File: src/dtfp_pkg.sv
// Shared widths, step counts, register indexes and the arctangent table
// for the fisheye pixel lookup pipeline. No dependencies.
package dtfp_pkg;

   localparam int COMP_W    = 16;               // direction component width
   localparam int FRAC_SH   = 32 - COMP_W;      // scale to a 32-bit component
   localparam int DIM_W     = 13;               // image size register width
   localparam int IDX_W     = 12;               // pixel index width
   localparam int MAX_DIM   = 4096;
   localparam int MAG_W     = COMP_W;           // magnitude of one component
   localparam int SQ_W      = 2 * MAG_W;        // sum of two squares
   localparam int ROOT_W    = (SQ_W + 2 * FRAC_SH) / 2;
   localparam int SQ_STEPS  = ROOT_W;
   localparam int REM_W     = ROOT_W + 4;
   localparam int CD_STEPS  = 17;
   localparam int CD_W      = 36;
   localparam int ANG_W     = 20;
   localparam int THETA_W   = 17;
   localparam int RAD_W     = 12;
   localparam int PR_W      = THETA_W + RAD_W;
   localparam int NUMM_W    = PR_W + MAG_W;
   localparam int NUM_W     = NUMM_W + FRAC_SH;
   localparam int DEN_W     = THETA_W + ROOT_W;
   localparam int DIV_STEPS = IDX_W;
   localparam int OFF_W     = IDX_W + 2;
   localparam int PIPE_DEPTH = 2 + SQ_STEPS + CD_STEPS + 2 + DIV_STEPS + 1;

   localparam logic [THETA_W-1:0] HALF_PI_Q16 = 17'd102944;
   localparam logic [DIM_W-1:0]   DIM_RESET   = 13'd1024;

   localparam int CSR_IDX_W = 1;
   localparam logic [CSR_IDX_W-1:0] REG_IMAGE_ROWS = 1'd0;
   localparam logic [CSR_IDX_W-1:0] REG_IMAGE_COLS = 1'd1;

   // Per-request data that rides along the pipeline.
   typedef struct packed {
      logic               below;
      logic               neg_x;
      logic               neg_y;
      logic               rho_nz;
      logic [MAG_W-1:0]   mag_x;
      logic [MAG_W-1:0]   mag_y;
      logic [COMP_W-1:0]  dir_z;
   } side_type;

   // atan(2^-i) in Q16 radians, rounded to nearest.
   function automatic logic [THETA_W-1:0] atan_q16(input int unsigned step);
      logic [THETA_W-1:0] v;
      case (step)
         0:  v = 17'd51472;
         1:  v = 17'd30385;
         2:  v = 17'd16055;
         3:  v = 17'd8150;
         4:  v = 17'd4091;
         5:  v = 17'd2047;
         6:  v = 17'd1024;
         7:  v = 17'd512;
         8:  v = 17'd256;
         9:  v = 17'd128;
         10: v = 17'd64;
         11: v = 17'd32;
         12: v = 17'd16;
         13: v = 17'd8;
         14: v = 17'd4;
         15: v = 17'd2;
         16: v = 17'd1;
         default: v = '0;
      endcase
      return v;
   endfunction

endpackage

File: src/dtfp_div_pipe.sv
// Pipelined restoring divider: one quotient bit per stage, most significant
// first. Depends on dtfp_pkg.
module dtfp_div_pipe (
   input  logic                          clock,
   input  logic                          advance,
   input  logic [dtfp_pkg::NUM_W-1:0]    dividend,
   input  logic [dtfp_pkg::DEN_W-1:0]    divisor,
   output logic [dtfp_pkg::IDX_W-1:0]    quotient
);

   logic [dtfp_pkg::NUM_W-1:0] rem_ff  [dtfp_pkg::DIV_STEPS];
   logic [dtfp_pkg::NUM_W-1:0] rem_in  [dtfp_pkg::DIV_STEPS];
   logic [dtfp_pkg::NUM_W-1:0] rem_src [dtfp_pkg::DIV_STEPS];
   logic [dtfp_pkg::NUM_W-1:0] den_sh  [dtfp_pkg::DIV_STEPS];
   logic [dtfp_pkg::DEN_W-1:0] den_ff  [dtfp_pkg::DIV_STEPS];
   logic [dtfp_pkg::DEN_W-1:0] den_in  [dtfp_pkg::DIV_STEPS];
   logic [dtfp_pkg::IDX_W-1:0] quot_ff [dtfp_pkg::DIV_STEPS];
   logic [dtfp_pkg::IDX_W-1:0] quot_in [dtfp_pkg::DIV_STEPS];
   logic [dtfp_pkg::IDX_W-1:0] quot_src[dtfp_pkg::DIV_STEPS];

   always_comb begin
      for (int k = 0; k < dtfp_pkg::DIV_STEPS; k++) begin
         if (k == 0) begin
            rem_src[k]  = dividend;
            den_in[k]   = divisor;
            quot_src[k] = '0;
         end else begin
            rem_src[k]  = rem_ff[k-1];
            den_in[k]   = den_ff[k-1];
            quot_src[k] = quot_ff[k-1];
         end
         den_sh[k] = dtfp_pkg::NUM_W'(den_in[k]) << (dtfp_pkg::DIV_STEPS - 1 - k);
         if (rem_src[k] >= den_sh[k]) begin
            rem_in[k]  = rem_src[k] - den_sh[k];
            quot_in[k] = quot_src[k]
                         | (dtfp_pkg::IDX_W'(1) << (dtfp_pkg::DIV_STEPS - 1 - k));
         end else begin
            rem_in[k]  = rem_src[k];
            quot_in[k] = quot_src[k];
         end
      end
   end

   always_ff @(posedge clock) begin
      if (advance) begin
         for (int k = 0; k < dtfp_pkg::DIV_STEPS; k++) begin
            rem_ff[k]  <= rem_in[k];
            den_ff[k]  <= den_in[k];
            quot_ff[k] <= quot_in[k];
         end
      end
   end

   assign quotient = quot_ff[dtfp_pkg::DIV_STEPS-1];

endmodule

File: config.mk
export PLATFORM = sky130hd
export DESIGN_NAME = dtfp_div_pipe
export DESIGN_NICKNAME = d
export VERILOG_FILES = /design/src/dtfp_pkg.sv /design/src/dtfp_div_pipe.sv
export SDC_FILE = /design/constraint.sdc
export NUM_CORES = 2
export LEC_CHECK = 0
export BUFFER_PORTS_ARGS = -buffer_cell sky130_fd_sc_hd__buf_2
export CAP_MARGIN = 15
export CORE_MARGIN = 5
export CORE_UTILIZATION = 39
export CTS_BUF_LIST = sky130_fd_sc_hd__clkbuf_16
export DETAILED_ROUTE_END_ITERATION = 7
export HOLD_SLACK_MARGIN = 0.06
export SYNTH_ARGS = -nofsm -noshare
export SYNTH_HDL_FRONTEND = slang
export SYNTH_SLANG_ARGS = --single-unit
File: constraint.sdc
create_clock -name clock -period 9.08 [get_ports clock]
set_clock_uncertainty 0.2 [all_clocks]
set_input_delay 1.816 -clock clock [delete_from_list [all_inputs] [get_ports clock]]
set_output_delay 1.816 -clock clock [all_outputs]
set_load 0.05 [all_outputs]
Yosys cells after proc, flatten, opt, wreduce, memory -nomap -nowiden --
Memory sizes are Yosys's and may differ from the RTL's. Cells that the tools add are included.
Word-level totals: word-level logic and storage cells 53, input port bits 112, ROM bits 0, memory bits (writable) 1464, flip-flop bits (word level) 0, memories 3, bits in latches 0, output and inout port bits 12
Operators by class: reductions and logical operators 0, mux-type cells 26, div/mod/pow operators 0, magnitude comparators 12, shifts and indexed selects 0, $mul 0, eq/ne operators 0, add/sub/neg operators 12, bitwise logic cells 0
Memories:
- rem_ff | words 12, width 61, rd ports 11, clocked after memory_dff 0, wr ports 12, RTL line dtfp_div_pipe.sv:11 | logic [dtfp_pkg::NUM_W-1:0] rem_ff [dtfp_pkg::DIV_STEPS];
- den_ff | words 12, width 49, rd ports 11, clocked after memory_dff 0, wr ports 12, RTL line dtfp_div_pipe.sv:15 | logic [dtfp_pkg::DEN_W-1:0] den_ff [dtfp_pkg::DIV_STEPS];
- quot_ff | words 12, width 12, rd ports 12, clocked after memory_dff 0, wr ports 12, RTL line dtfp_div_pipe.sv:17 | logic [dtfp_pkg::IDX_W-1:0] quot_ff [dtfp_pkg::DIV_STEPS];
Operators by type and width (number):
- 61-bit 2-to-1 mux | 12
- 61-bit by 49-bit greater-or-equal comparator with 1-bit output | 1
- 61-bit by 50-bit greater-or-equal comparator with 1-bit output | 1
- 61-bit by 51-bit greater-or-equal comparator with 1-bit output | 1
- 61-bit by 52-bit greater-or-equal comparator with 1-bit output | 1
- 61-bit by 53-bit greater-or-equal comparator with 1-bit output | 1
- 61-bit by 54-bit greater-or-equal comparator with 1-bit output | 1
- 61-bit by 55-bit greater-or-equal comparator with 1-bit output | 1
- 61-bit by 56-bit greater-or-equal comparator with 1-bit output | 1
- 61-bit by 57-bit greater-or-equal comparator with 1-bit output | 1
- 61-bit by 58-bit greater-or-equal comparator with 1-bit output | 1
- 61-bit by 59-bit greater-or-equal comparator with 1-bit output | 1
- 61-bit by 60-bit greater-or-equal comparator with 1-bit output | 1
- 61-bit by 49-bit subtractor with 61-bit output | 1
- 61-bit by 50-bit subtractor with 61-bit output | 1
- 61-bit by 51-bit subtractor with 61-bit output | 1
- 61-bit by 52-bit subtractor with 61-bit output | 1
- 61-bit by 53-bit subtractor with 61-bit output | 1
- 61-bit by 54-bit subtractor with 61-bit output | 1
- 61-bit by 55-bit subtractor with 61-bit output | 1
- 61-bit by 56-bit subtractor with 61-bit output | 1
- 61-bit by 57-bit subtractor with 61-bit output | 1
- 61-bit by 58-bit subtractor with 61-bit output | 1
- 61-bit by 59-bit subtractor with 61-bit output | 1
- other kinds (13) | 15

Logic depth before layout (Yosys ltp) --
An unclocked memory read counts as a cell.
depth in word-level cells 3, gate-level depth with buffers 17, depth with buffers taken out 15

Worst setup path before layout --
No wires, ideal clock.
path kind in2reg, from input divisor[21] in the netlist's numbering, to memory rem_ff[0][59] in the netlist's numbering (data pin), setup slack 3950 ps, data arrival time 4668 ps, required time 8618 ps, cell stages on the path 14, library setup time 262 ps, path buffers 2, path through inv_1 ha_1 clkbuf_1 and4_1 and4_1 a221o_1 a21o_1 a211oi_2 o31a_2 nor2_1 o311ai_2 nand2_2 buf_4 mux2_1
RTL lines:
- start: declaration | RTL line dtfp_div_pipe.sv:7 | input logic [dtfp_pkg::DEN_W-1:0] divisor,
- end: declaration | RTL line dtfp_div_pipe.sv:11

==> metrics.cfg <==
[yosys]
synth-seq-cells = 1288
synth.distinct_cells = 101
yosysWarningCount = 0
synthMuxAreaShare_pct = 0.795
async_flop_share_pct = 0
syn-cell-area_mm2 = 0.0800
synthCells = 7950
synth_compound_area_share_pct = 18.2
synth_top_family_by_area = compound AO/OA/AOI/OAI gates
syn-num-nets = 8661
synth_top_area_share_pct = 48.4
synth_edf_count = 1288
synthAdderAreaFrac_pct = 9.48
ys_seq_area_share_pct = 48.4
synth_top_area_cell = edfxtp_1
synth.avg_cell_area_um2 = 10.1
synthXorXnorAreaFrac_pct = 6.08
synth_ff_type = edfxtp_1
ys_top_cells_by_area = edfxtp_1, ha_1, a21oi_1, o21ai_0, inv_1
synthSimpleGateAreaFrac_pct = 11.9

[finish]
stdcell_count = 10734
final_common_cell = edfxtp_1
drive_gt1_share_pct = 5.98
final_cell_mix = edfxtp_1, inv_1, a21oi_1, nand2_1, o21ai_0
nets = 8641
syn2layout_area_growth_pct = 9.97
fillerInstances = 19564
diodes = 0

[clocking]
htreeDepth = 4
cts_root_buffer = clkbuf_16
cts.sinks = 1288
cts_buffers = 154
tritoncts = yes
clock_path_buffers = 3
clk_latency_ns = 0.79
cts_setup_buffers = 0
cts_hold_buffers = 0
cts_resized = 0
path_clk_slew_ns = 0.06

[route]
wire_per_inst_um = 19.1
vias = 57410
drt_iter0_drc = 3952
ant_nets = 0
drc = 0
drt_pass1_iterations = 6
wl_um = 205000
via_per_inst = 5.35

[sta]
hold_viol = 0
period_share_pct = 66.3
setup-violations-final = 0
drv_slew = 0
setup_ws_ns = 3.06
tns_ns = 0
rsz0062_at_grt = false
worstMarginPinSlew_ns = 1.17
slew_headroom_pct = 21.0
whs_ns = 0.211
fmax_ghz = 0.166
period_minus_slack_ns = 6.02

[place]
post-place-cells = 10462
port_buffers = 123
pre_cts_slack_ns = 2.31
dp_hpwl_um = 161000
gp_congestion = 0.940

[floorplan]
die_width_um = 463
initial_core_util_pct = 39.1
core_area_mm2 = 0.204
die_h_um = 463
rows = 166
io-pin-count = 124
die_area_mm2 = 0.214

[global_route]
grt_overflow = 0
grt_pass1_wl_um = 322000
grt_max_degree = 187
antenna_found_initial = 1
grt_pass1_vias = 58232
grt_usage_pct = 18.7

[outcome]
status = complete, no violations

[pwr]
p_switching_w = 0.0111
p_comb_share_pct = 45.1
leakage_nw = 35.4
seqPwrFrac_pct = 34.1
pwr-share-clk_pct = 20.8
p_int_w = 0.0176
p_per_area_mw_per_mm2 = 326
switching_share_pct = 38.6
irDropWorstVdd_uv = 204

[setup_path]
crit_type = in -> reg
crit_fanout = 42
end_kind = flop
crit_required_ns = 9.40
cp.arrival_ns = 6.34
cp-start-kind = input pin

[job]
max-cap-violations = 0

[worst_hold_path]
worstHoldPathType = reg -> reg

cell families (layout without fill, tap and decap cells):
kind of cell | Yosys count | after routing
AO/OA/AOI/OAI | 2359 | 2359
XOR/XNOR | 555 | 555
adder cells (fa/ha/maj) | 599 | 599
buffers and inverters | 1081 | 1177
flip-flops | 1288 | 1288
multiplexers | 57 | 57
AND/OR/NAND/NOR | 2011 | 2011
layout make-up:
cell class                 instances  area [um^2]  share of cell area [%]
clock inverter                   110          862                   0.980
clock buffer                     162         4050                    4.61
inverter                         745         2800                    3.18
tap                             2688         3360                    3.83
timing repair buffer             160          996                    1.13
multi-input combinational       5581        37200                    42.3
sequential                      1288        38700                    44.0
power groups by stage:
stage               clock network [W]  registers, W  logic [W]
finish                        0.00598       0.00978     0.0129
global route                  0.00642       0.00995     0.0144
CTS                           0.00618       0.00978     0.0129
detailed placement                  0       0.00989     0.0128
global placement                    0       0.00989     0.0128
floorplan                           0       0.00942    0.00971
state kept, by name, indices dropped and copies added (netlist names):
register	flops
rem_ff	671
den_ff	539
quot_ff	78
metal layers:
layer	wire length [um]	GRT usage, %
met1	87500	22.5
met3	6930	2.46
met4	12700	10.4
met5	0	0
met2	97700	32.3
synth_stat cells (62+ instances only):
| cell type | instances |
|---|---|
| o21bai_1 | 100 |
| nor3_1 | 89 |
| nor2b_1 | 62 |
| nor2_1 | 495 |
| clkbuf_1 | 270 |
| ha_1 | 588 |
| a21o_1 | 332 |
| nand3_1 | 126 |
| xor2_1 | 263 |
| a31oi_1 | 89 |
| o21ai_0 | 638 |
| inv_1 | 740 |
| edfxtp_1 | 1288 |
| a21oi_1 | 741 |
| nand2_1 | 718 |
| nand4_1 | 172 |
| nand2b_1 | 66 |
| xnor2_1 | 292 |
worst max-delay path, stage by stage:
cell and delay, ns:
buf_2 0.11, inv_1 0.05, ha_1 0.19, fa_1 0.23, nor2b_1 0.07, o31a_1 0.27
o311ai_0 0.64, a211oi_1 0.30, a211oi_2 0.56, o31a_2 0.29, nor2_1 0.08, o311ai_2 0.32
nand2_2 0.54, buf_4 0.47, mux2_1 0.37
per-stage QoR:
step | total power (W) | cell area (um^2) | util, %
after floorplan | 0.0191 | 80000 | -
after global routing | 0.0308 | 87900 | 43.0
final | 0.0287 | 87900 | 43.0
after detailed placement | 0.0227 | 83000 | 40.6
after global placement | 0.0227 | 83000 | 40.6
after CTS | 0.0288 | 87900 | 43.0
path summary, 6_finish.rpt:
path / startpoint / endpoint / slack [ns] / depth (start not counted)
worst min-delay path: quot_ff[2][3] / quot_ff[2][15] / 0.21 / 0
worst max register to register: rem_ff[1][9] / rem_ff[2][10] / 3.58 / 15
worst max-delay path: dividend[11] / rem_ff[0][17] / 3.06 / 15
worst min register to register: quot_ff[2][3] / quot_ff[2][15] / 0.21 / 0
(Power assumes the default switching activity.)
